$ cat config.mk
export PLATFORM = sky130hd
export DESIGN_NAME = two_axis_stepper_homing_top
export DESIGN_NICKNAME = d
export VERILOG_FILES = /design/src/hdl/tash_pkg.sv /design/src/hdl/two_axis_stepper_homing_top.sv
export SDC_FILE = /design/constraint.sdc
export NUM_CORES = 1
export LEC_CHECK = 0
export ABC_AREA = 1
export BUFFER_PORTS_ARGS = -buffer_cell sky130_fd_sc_hd__buf_2
export CORE_ASPECT_RATIO = 0.6
export CORE_MARGIN = 3
export CORE_UTILIZATION = 65
export CTS_CLUSTER_SIZE = 20
export DETAILED_ROUTE_END_ITERATION = 16
export PLACE_DENSITY = 0.86
export SYNTH_ARGS = -nofsm -noshare
export SYNTH_HDL_FRONTEND = slang
export SYNTH_SLANG_ARGS = --single-unit
$ cat constraint.sdc
create_clock -name clk -period 4.65 [get_ports clk]
set_input_delay 0.93 -clock clk [delete_from_list [all_inputs] [get_ports clk]]
set_output_delay 0.93 -clock clk [all_outputs]
set_load 0.005 [all_outputs]
$ cat src/hdl/tash_pkg.sv
// Shared types and codes for the two-axis stepper homing sequencer.
package tash_pkg;

  // Command codes carried in the input tuser field
  localparam logic [1:0] CMD_MOVE = 2'd1;
  localparam logic [1:0] CMD_HOME = 2'd2;

  // Per-axis direction request codes
  localparam logic [1:0] DIR_FWD = 2'd1;
  localparam logic [1:0] DIR_BWD = 2'd2;

  // Configuration register indexes
  localparam logic [1:0] REG_AREA_SIDE = 2'd0;
  localparam logic [1:0] REG_BACKOFF_X = 2'd1;
  localparam logic [1:0] REG_BACKOFF_Y = 2'd2;

  // Field widths fixed by the interface
  localparam int unsigned COIL_W    = 4;
  localparam int unsigned AREA_W    = 15;
  localparam int unsigned BACKOFF_W = 16;
  localparam int unsigned OUT_POS_W = 16;
  localparam int unsigned IN_DATA_W  = 8;
  localparam int unsigned OUT_DATA_W = 48;

  // Register reset values
  localparam logic [AREA_W-1:0]    AREA_SIDE_RST = 15'd1000;
  localparam logic [BACKOFF_W-1:0] BACKOFF_X_RST = 16'd600;
  localparam logic [BACKOFF_W-1:0] BACKOFF_Y_RST = 16'd100;

  // Homing sequence phases
  typedef enum logic [2:0] {
    HOME_IDLE   = 3'd0,
    HOME_SEEK_X = 3'd1,
    HOME_BACK_X = 3'd2,
    HOME_SEEK_Y = 3'd3,
    HOME_BACK_Y = 3'd4
  } home_phase_t;

endpackage

$ cat src/hdl/two_axis_stepper_homing_top.sv
// Two-axis wave-drive stepper sequencer with a limit-switch homing sequence.
//
// Usage:
//   in_*  : one transfer per step tick. tuser holds the command (idle, move,
//           home); tdata holds both direction requests and the limit level.
//   out_* : one transfer per tick with the coil patterns, positions, the
//           stepped flag and the homing flag as they stand after the tick.
//   cfg_* : register writes (area side, X and Y back-off counts), always
//           ready; write only while no tick is in flight.
// A tick shows on out_* right after the edge that accepts it. One tick is
// accepted every cycle while the output register is empty or being taken;
// the step decision, position increment and limit compare of both axes
// are done in the cycle of the transfer, straight into the axis state and the
// output register.
// When the receiver stalls, the output register holds its result and in_tready
// drops until that result is taken; a tick may enter in the same cycle that
// the waiting result leaves.
// Reset clears positions, coil patterns and the homing sequence, reloads the
// registers with their defaults and empties the output register.
module two_axis_stepper_homing_top #(
  parameter int unsigned PHASES    = 4,
  parameter int unsigned POS_WIDTH = 16
) (
  input  logic                                clk,
  input  logic                                rst_n,
  // tdata: dir_x[1:0], dir_y[3:2], limit_level[4], zero fill [7:5]
  input  logic [tash_pkg::IN_DATA_W-1:0]      in_tdata,
  // tuser: cmd[1:0]
  input  logic [1:0]                          in_tuser,
  input  logic                                in_tvalid,
  output logic                                in_tready,
  // tdata: coils_x[3:0], coils_y[7:4], stepped[8], pos_x[24:9],
  //        pos_y[40:25], homing[41], zero fill [47:42]
  output logic [tash_pkg::OUT_DATA_W-1:0]     out_tdata,
  output logic                                out_tvalid,
  input  logic                                out_tready,
  input  logic                                cfg_valid,
  output logic                                cfg_ready,
  input  logic [1:0]                          cfg_index,
  input  logic [tash_pkg::BACKOFF_W-1:0]      cfg_data
);

  localparam int unsigned PH_W = $clog2(PHASES);
  localparam int unsigned CMP_W = POS_WIDTH + 16;
  localparam longint HALF = longint'(1) << (POS_WIDTH - 1);
  // Phase reached after wrapping to the largest or smallest position
  localparam logic [PH_W-1:0] PH_AT_MAX = PH_W'((HALF - 1) % PHASES);
  localparam logic [PH_W-1:0] PH_AT_MIN = PH_W'((PHASES - (HALF % PHASES)) % PHASES);
  localparam logic [PH_W-1:0] PH_LAST = PH_W'(PHASES - 1);
  localparam logic [POS_WIDTH-1:0] POS_MAX = {1'b0, {(POS_WIDTH-1){1'b1}}};
  localparam logic [POS_WIDTH-1:0] POS_MIN = {1'b1, {(POS_WIDTH-1){1'b0}}};
  localparam int unsigned OUT_DATA_W_POS_FILL = 5;

  // Configuration registers
  logic [tash_pkg::AREA_W-1:0]    area_side_r;
  logic [tash_pkg::BACKOFF_W-1:0] backoff_x_r;
  logic [tash_pkg::BACKOFF_W-1:0] backoff_y_r;

  // Axis state, index 0 is X and 1 is Y
  logic [POS_WIDTH-1:0]        pos_r     [2];
  logic [POS_WIDTH-1:0]        pos_nxt   [2];
  logic [PH_W-1:0]             ph_r      [2];
  logic [PH_W-1:0]             ph_nxt    [2];
  logic [PH_W-1:0]             ph_step   [2];
  logic [tash_pkg::COIL_W-1:0] coils_r   [2];
  logic [tash_pkg::COIL_W-1:0] coils_nxt [2];
  logic [1:0]                  step_fwd;
  logic [1:0]                  step_bwd;
  logic [1:0]                  zero_pos;
  logic [1:0]                  at_top;
  logic [1:0]                  above_zero;
  logic [1:0]                  dir [2];

  tash_pkg::home_phase_t       home_r, home_nxt;
  logic [tash_pkg::BACKOFF_W-1:0] cnt_r, cnt_nxt;

  logic                        out_valid_r;
  logic [tash_pkg::OUT_DATA_W-1:0] out_data_r, out_data_nxt;
  logic [OUT_DATA_W_POS_FILL:0] unused_fill;

  logic        in_accept;
  logic [1:0]  cmd;
  logic        limit_level;
  logic        stepped;

  assign cfg_ready   = 1'b1;
  assign in_tready   = !out_valid_r || out_tready;
  assign in_accept   = in_tvalid && in_tready;
  assign cmd         = in_tuser;
  assign dir[0]      = in_tdata[1:0];
  assign dir[1]      = in_tdata[3:2];
  assign limit_level = in_tdata[4];
  assign unused_fill = '0;

  // Limit compares, signed position against the unsigned area side
  always_comb begin
    logic signed [CMP_W-1:0] pos_ext;
    logic signed [CMP_W-1:0] area_ext;
    for (int a = 0; a < 2; a++) begin
      pos_ext       = {{16{pos_r[a][POS_WIDTH-1]}}, pos_r[a]};
      area_ext      = {{(CMP_W - tash_pkg::AREA_W){1'b0}}, area_side_r};
      at_top[a]     = pos_ext >= area_ext;
      above_zero[a] = pos_ext > CMP_W'(0);
    end
  end

  // Next homing phase and back-off count
  always_comb begin
    home_nxt = home_r;
    cnt_nxt  = cnt_r;
    unique case (home_r)
      tash_pkg::HOME_IDLE: begin
        if (cmd == tash_pkg::CMD_HOME) home_nxt = tash_pkg::HOME_SEEK_X;
      end
      tash_pkg::HOME_SEEK_X: begin
        if (limit_level) begin
          cnt_nxt  = backoff_x_r;
          home_nxt = (backoff_x_r == '0) ? tash_pkg::HOME_SEEK_Y : tash_pkg::HOME_BACK_X;
        end
      end
      tash_pkg::HOME_BACK_X: begin
        cnt_nxt = cnt_r - 1'b1;
        if (cnt_r == 16'd1) home_nxt = tash_pkg::HOME_SEEK_Y;
      end
      tash_pkg::HOME_SEEK_Y: begin
        if (limit_level) begin
          cnt_nxt  = backoff_y_r;
          home_nxt = (backoff_y_r == '0) ? tash_pkg::HOME_IDLE : tash_pkg::HOME_BACK_Y;
        end
      end
      tash_pkg::HOME_BACK_Y: begin
        cnt_nxt = cnt_r - 1'b1;
        if (cnt_r == 16'd1) home_nxt = tash_pkg::HOME_IDLE;
      end
      default: home_nxt = tash_pkg::HOME_IDLE;
    endcase
  end

  // Step and zeroing controls per axis
  always_comb begin
    step_fwd = '0;
    step_bwd = '0;
    zero_pos = '0;
    unique case (home_r)
      tash_pkg::HOME_IDLE: begin
        if (cmd == tash_pkg::CMD_MOVE) begin
          for (int a = 0; a < 2; a++) begin
            step_fwd[a] = (dir[a] == tash_pkg::DIR_FWD) && !at_top[a];
            step_bwd[a] = (dir[a] == tash_pkg::DIR_BWD) && above_zero[a];
          end
        end
      end
      tash_pkg::HOME_SEEK_X: begin
        step_bwd[0] = !limit_level;
        zero_pos[0] = limit_level && (backoff_x_r == '0);
      end
      tash_pkg::HOME_BACK_X: begin
        step_fwd[0] = 1'b1;
        zero_pos[0] = cnt_r == 16'd1;
      end
      tash_pkg::HOME_SEEK_Y: begin
        step_bwd[1] = !limit_level;
        zero_pos[1] = limit_level && (backoff_y_r == '0);
      end
      tash_pkg::HOME_BACK_Y: begin
        step_fwd[1] = 1'b1;
        zero_pos[1] = cnt_r == 16'd1;
      end
      default: ;
    endcase
  end

  assign stepped = |{step_fwd, step_bwd};

  // Position, phase and coil pattern update per axis
  always_comb begin
    logic [tash_pkg::COIL_W-1:0] ph_ext;
    for (int a = 0; a < 2; a++) begin
      if (step_fwd[a]) begin
        if (pos_r[a] == POS_MAX) ph_step[a] = PH_AT_MIN;
        else if (ph_r[a] == PH_LAST) ph_step[a] = '0;
        else ph_step[a] = ph_r[a] + 1'b1;
      end else begin
        if (pos_r[a] == POS_MIN) ph_step[a] = PH_AT_MAX;
        else if (ph_r[a] == '0) ph_step[a] = PH_LAST;
        else ph_step[a] = ph_r[a] - 1'b1;
      end
      ph_ext = tash_pkg::COIL_W'(ph_step[a]);

      priority if (zero_pos[a]) pos_nxt[a] = '0;
      else if (step_fwd[a]) pos_nxt[a] = pos_r[a] + 1'b1;
      else if (step_bwd[a]) pos_nxt[a] = pos_r[a] - 1'b1;
      else pos_nxt[a] = pos_r[a];

      priority if (zero_pos[a]) ph_nxt[a] = '0;
      else if (step_fwd[a] || step_bwd[a]) ph_nxt[a] = ph_step[a];
      else ph_nxt[a] = ph_r[a];

      if (step_fwd[a] || step_bwd[a]) begin
        coils_nxt[a] = (ph_ext < 4'd4) ? (4'b0001 << ph_ext) : '0;
      end else begin
        coils_nxt[a] = coils_r[a];
      end
    end
  end

  // Pack the result as it stands after this tick
  always_comb begin
    logic [tash_pkg::OUT_POS_W-1:0] px;
    logic [tash_pkg::OUT_POS_W-1:0] py;
    logic signed [CMP_W-1:0] ext_x;
    logic signed [CMP_W-1:0] ext_y;
    ext_x = {{16{pos_nxt[0][POS_WIDTH-1]}}, pos_nxt[0]};
    ext_y = {{16{pos_nxt[1][POS_WIDTH-1]}}, pos_nxt[1]};
    px = ext_x[tash_pkg::OUT_POS_W-1:0];
    py = ext_y[tash_pkg::OUT_POS_W-1:0];
    out_data_nxt = {unused_fill, (home_nxt != tash_pkg::HOME_IDLE), py, px, stepped,
                    coils_nxt[1], coils_nxt[0]};
  end

  // Configuration writes
  always_ff @(posedge clk) begin
    if (!rst_n) begin
      area_side_r <= tash_pkg::AREA_SIDE_RST;
      backoff_x_r <= tash_pkg::BACKOFF_X_RST;
      backoff_y_r <= tash_pkg::BACKOFF_Y_RST;
    end else if (cfg_valid && cfg_ready) begin
      unique case (cfg_index)
        tash_pkg::REG_AREA_SIDE: area_side_r <= cfg_data[tash_pkg::AREA_W-1:0];
        tash_pkg::REG_BACKOFF_X: backoff_x_r <= cfg_data;
        tash_pkg::REG_BACKOFF_Y: backoff_y_r <= cfg_data;
        default: ;
      endcase
    end
  end

  // Advance axis state and homing sequence on each accepted tick
  always_ff @(posedge clk) begin
    if (!rst_n) begin
      home_r <= tash_pkg::HOME_IDLE;
      cnt_r  <= '0;
      for (int a = 0; a < 2; a++) begin
        pos_r[a]   <= '0;
        ph_r[a]    <= '0;
        coils_r[a] <= '0;
      end
    end else if (in_accept) begin
      home_r <= home_nxt;
      cnt_r  <= cnt_nxt;
      for (int a = 0; a < 2; a++) begin
        pos_r[a]   <= pos_nxt[a];
        ph_r[a]    <= ph_nxt[a];
        coils_r[a] <= coils_nxt[a];
      end
    end
  end

  // Output register: load on a tick transfer, drop when taken
  always_ff @(posedge clk) begin
    if (!rst_n) begin
      out_valid_r <= 1'b0;
    end else if (in_accept) begin
      out_valid_r <= 1'b1;
    end else if (out_tready) begin
      out_valid_r <= 1'b0;
    end
  end

  always_ff @(posedge clk) begin
    if (in_accept) begin
      out_data_r <= out_data_nxt;
    end
  end

  assign out_tvalid = out_valid_r;
  assign out_tdata  = out_data_r;

endmodule

Word level (Yosys, flattened, before mapping)

Memories as Yosys holds them, arrays and structs flattened.
Index checks and enable logic that the tools add are counted.

Input bits: 33
Register bits after elaboration: 109
Memories: 3
Output and inout bits: 51
Memory bits (writable): 44

Order comparisons: 4
Muxes and demuxes: 53
Shift operators: 2
Equality and inequality tests: 21
Reduce and logical (&&, ||, !) cells: 29
Add/sub/neg operators: 9
Bitwise gates (word level): 6

Memories:

| memory  | words | bits a word | rd ports | clocked after memory_dff | wr ports | line                              | source |
|---|---|---|---|---|---|---|---|
| pos_r   | 2     | 16          | 2        | 0                        | 2        | two_axis_stepper_homing_top.sv:60 | `logic [POS_WIDTH-1:0] pos_r [2];` |
| coils_r | 2     | 4           | 2        | 0                        | 2        | two_axis_stepper_homing_top.sv:65 | `logic [tash_pkg::COIL_W-1:0] coils_r [2];` |
| ph_r    | 2     | 2           | 2        | 0                        | 2        | two_axis_stepper_homing_top.sv:62 | `logic [PH_W-1:0] ph_r [2];` |

Operators with widths:

| kind                  | number |
|---|---|
| $mux 16               | 10 |
| $pmux 16 s3           | 1 |
| $sub 16x1->16 const B | 3 |
| $mux 2                | 18 |
| $add 16x1->16 const B | 2 |
| $eq 16x15->1 const B  | 2 |
| $eq 16x16->1 const B  | 2 |
| $ge 16x16->1          | 2 |
| $gt 16x1->1 const B   | 2 |
| $logic_not 16->1      | 2 |
| $mux 3                | 6 |
| $eq 16x1->1 const B   | 1 |
| $mux 4                | 4 |
| $pmux 3 s5            | 1 |
| $eq 2x2->1 const B    | 6 |
| $pmux 1 s2            | 6 |
| $eq 2x1->1 const B    | 4 |
| $shl 1x2->4 const A   | 2 |
| $logic_and 1x1->1     | 7 |
| $mux 1                | 7 |
| $eq 3x2->1 const B    | 2 |
| $logic_not 2->1       | 3 |
| $or 1x1->1            | 6 |
| $reduce_and 2->1      | 3 |
| 13 further kinds      | 22 |

Logic depth before layout (Yosys ltp)

An unclocked memory read counts as a cell.

Word-level depth: 10
Gate-level depth with buffers: 22
Mapped depth without buffers: 21

Worst setup path before layout

Ideal clock, no wire load.

Kind: input-to-reg
Start: input port out_tready
End: register cnt_r[8] in the netlist's numbering
Cell stages on the path: 7
Required time: 4,555 ps
Path buffers: 1
Setup slack: 1,755 ps
Arrival time: 2,800 ps
Cell sequence: inv_1 -> nand2_1 -> nand2_1 -> inv_1 -> o211ai_4 -> buf_2 -> a221oi_1

Cells in the longest elaborated chain, start to end: 3

Ends and longest elaborated chain:

| element                           | line                               | source |
|---|---|---|
| start: declaration                | two_axis_stepper_homing_top.sv:36  | `input logic out_tready,` |
| $logic_or 1x1->1                  | two_axis_stepper_homing_top.sv:87  | `assign in_tready = !out_valid_r \|\| out_tready;` |
| net in_tready                     | two_axis_stepper_homing_top.sv:31  | `output logic in_tready,` |
| $logic_and 1x1->1                 | two_axis_stepper_homing_top.sv:88  | `assign in_accept = in_tvalid && in_tready;` |
| net in_accept                     | two_axis_stepper_homing_top.sv:81  | `logic in_accept;` |
| $reduce_and 4->1 (no source line) | --                                 |  |
| end signal: assignment            | two_axis_stepper_homing_top.sv:249 | `cnt_r <= cnt_nxt;` |
| end: declaration                  | two_axis_stepper_homing_top.sv:75  | `logic [tash_pkg::BACKOFF_W-1:0] cnt_r, cnt_nxt;` |

The timed path passes the listed nets, and every way through them passes these cells.
A chain may end at the register's enable or synchronous reset.

==> flow_summary.toml <==
[outcome]
status = "complete, no violations"

[clocking]
cts_sinks = 153
cts_tree = "yes"
path_clk_slew_ns = 0.07
cts.path.max_buffers = 2
cts_max_level = 4
ctsResizeCount = 0
cts-root-buf = "clkbuf_16"
clkLatencyLatePin_ns = 0.43
post-cts-setup-buffers = 0
hold_buffers = 0
cts_inserted_buffers = 17

[routing]
wl_um = 26610
drtIter0Drc = 1151
dr.pass1.iters = 7
ant_nets = 0
vias_per_cell = 6.038
drc = 0
vias = 9141
wl_per_cell_um = 17.58

[timing]
setup_viol = 0
max_freq_mhz = 296.9
fin_crit_sh = 0.7243
finalHoldViolations = 0
worst_slew_pin_slew_ns = 1.212
rsz0062_at_grt = "false"
maxSlewViolCount = 0
maxSlewHeadroom = 0.1918
fin_tns_setup_ns = 0
clock-skew-final_ns = 0.01240
hold_ws_ns = 0.4927
min_period_ns = 3.368

[floorplan]
core.rowCount = 33
start_util = 0.6874
coreArea_um2 = 14120
die_height_um = 100.7
ios = 84
fp.dieArea_um2 = 16480
die_w_um = 163.8

[synth]
async_reset_ff_frac = 0
ys_seq_area_frac = 0.4042
synth_area_um2 = 9707
ys_types = 52
synth-edff-count = 86
synthFlopType = "edfxtp_1"
ys_ff_latch = 153
synth.avg_cell_area_um2 = 7.698
ys_warn_count = 0
synthCells = 1261

[cells_and_area]
multiInputGateArea_um2 = 4910
finalNetCount = 1382
fin_util = 0.7582
antennaDiodeCount = 0
area_growth_pct = 10.30
regArea_um2 = 3924
drive_above_1_share = 0.1384
fillers = 1043

[min_path]
hp-class = "register to register"
holdPathStages = 2

[worst_setup_path]
critPathKind = "register to register"
cp-start-kind = "register"
critPathArrivalTime_ns = 3.55
crit_required_ns = 4.83
cp-end-kind = "register"
worstPathMaxFanout = 20
worst_r2r_path_depth = 19

[global_routing]
antenna_found_initial = 0
grt_pass1_wl_um = 43080
grtUsageTotal = 0.3288
grt_max_degree = 62
grt_pass1_vias = 8396
gr-total-overflow = 0

[power_and_ir_drop]
peakVddDrop_mv = 0.2160
p_per_area_nw_per_um2 = 361.4
p_leak_nw = 4.730
power_w = 0.003869

[place]
dpl.hpwl_um = 18430
gp_congestion = 0.9651
port_buffers = 73

[job]
max_cap_violations = 0
-- path summary, 6_finish.rpt --
check	from	end	slack [ns]
worst max-delay path	pos_r[0][0]	out_tdata[10]	1.28
worst min-delay path	cnt_r[14]	cnt_r[14]	0.49
worst max register to register	pos_r[0][0]	out_tdata[10]	1.28
worst min register to register	cnt_r[14]	cnt_r[14]	0.49
-- per-layer routing --
layer	GRT usage	part of all wire	vias to the layer above
li1	-	-	4304
met1	0.4816	0.44	4166
met2	0.4768	0.41	606
met3	0.09442	0.13	65
met4	0.09032	0.019	0
met5	0	0	-
-- worst max-delay path: stages, from the launching register on --
cell	delay [ns]
edfxtp_1	0.53
inv_1	0.23
ha_1	0.24
inv_1	0.05
nand2_1	0.04
nand2_1	0.05
nand2_1	0.05
nand2_1	0.05
nand2_1	0.04
nand2_1	0.08
nand2_1	0.07
nand2_1	0.06
nand2_1	0.04
nand2_1	0.07
nand2_1	0.07
nand2_2	0.10
nand2_2	0.26
inv_1	0.61
nor2_1	0.09
nor3_1	0.38
-- where the power goes --
part | leakage (nW) | total [W] | switching [W] | internal (W)
Sequential | 1.45 | 0.00164 | 0.0000921 | 0.00155
Combinational | 2.98 | 0.000692 | 0.000455 | 0.000237
Clock | 0.305 | 0.00154 | 0.000622 | 0.000914
Total | 4.73 | 0.00387 | 0.00117 | 0.00270
-- cells in the final DEF, fill, tap and decap left out, types with 3 or more instances in the layout --
master	netlist	routed
inv_2	10	11
nor2_2	6	6
o221ai_1	3	3
inv_1	140	139
buf_2	15	73
o211ai_1	12	12
buf_4	12	8
nand2_2	11	12
nor2_1	130	130
edfxtp_1	86	86
nor3_1	38	38
nand4_1	18	18
nand2_1	277	276
nor2_4	4	4
xor2_1	42	42
dfxtp_1	67	67
o21ai_1	17	17
inv_6	0	6
o21ai_0	74	74
clkbuf_16	0	17
a31oi_1	11	11
nor3_2	18	18
a21oi_1	68	68
conb_1	2	7
o21ai_2	5	5
ha_1	40	40
o22ai_1	5	5
nand3_1	58	58
or2_2	4	4
xnor2_1	6	6
bufinv_16	0	4
a221oi_1	5	5
nor4_1	21	21
-- cell families (layout without fill, tap and decap cells) --
group / Yosys count / count (layout) / synth area share
compound gates: 214 / 214 / 0.1272
flops: 153 / 153 / 0.4042
fa+ha+maj: 40 / 40 / 0.05156
buf+inv: 209 / 265 / 0.09216
simple gates: 595 / 595 / 0.2807
other cells: 2 / 7 / 0.0007737
xor+xnor: 48 / 48 / 0.04331
-- area by class of cell --
class,instances,area share
Sequential cell,153,0.3665
Inverter,152,0.05329
Timing Repair Buffer,81,0.03973
Tap cell,192,0.02244
Clock inverter,14,0.01940
Clock buffer,18,0.04008
Multi-Input combinational cell,904,0.4586
-- synth_stat cells, types with 2 or more instances --
master    count  area, um^2
a211oi_1      2       15.01
a21boi_0      2       15.01
a21o_1        2       15.01
a21oi_1      68       340.3
a221oi_1      5       43.79
a31oi_1      11       68.82
buf_2        15       75.07
buf_4        12       90.09
buf_6         6       67.56
clkbuf_1     23       86.33
clkinv_1      2       7.510
conb_1        2       7.510
dfxtp_1      67        1341
edfxtp_1     86        2582
ha_1         40       500.5
inv_1       140       525.5
inv_2        10       37.54
nand2_1     277        1040
nand2_2      11       68.82
nand2_4       2       22.52
nand3_1      58       290.3
nand3b_1      2       15.01
nand4_1      18       112.6
nor2_1      130       488.0
nor2_2        6       37.54
nor2_4        4       45.04
nor3_1       38       190.2
nor3_2       18       180.2
nor4_1       21       131.4
o211ai_1     12       90.09
o21a_1        2       15.01
o21ai_0      74       370.4
o21ai_1      17       85.08
o21ai_2       5       43.79
o221ai_1      3       26.28
o22ai_1       5       31.28
or2_2         4       25.02
xnor2_1       6       52.55
xor2_1       42       367.9
-- flip-flops by register name, indices dropped and copies added (netlist names) --
| signal | count |
|---|---|
| area_side_r | 15 |
| backoff_x_r | 16 |
| backoff_y_r | 16 |
| cnt_r | 16 |
| coils_r | 8 |
| home_r | 3 |
| out_tdata | 42 |
| out_tvalid | 1 |
| ph_r | 4 |
| pos_r | 32 |
-- metrics by stage --
stage	instance area (um^2)	cells	setup WS, ns
floorplan	9726	1266	1.755
finish	10710	1514	1.282
global route	10710	1514	1.095
detailed placement	10070	1482	1.495
CTS	10710	1514	1.489
global placement	10070	1482	1.562
No activity file was read; power rests on OpenSTA's default activity.
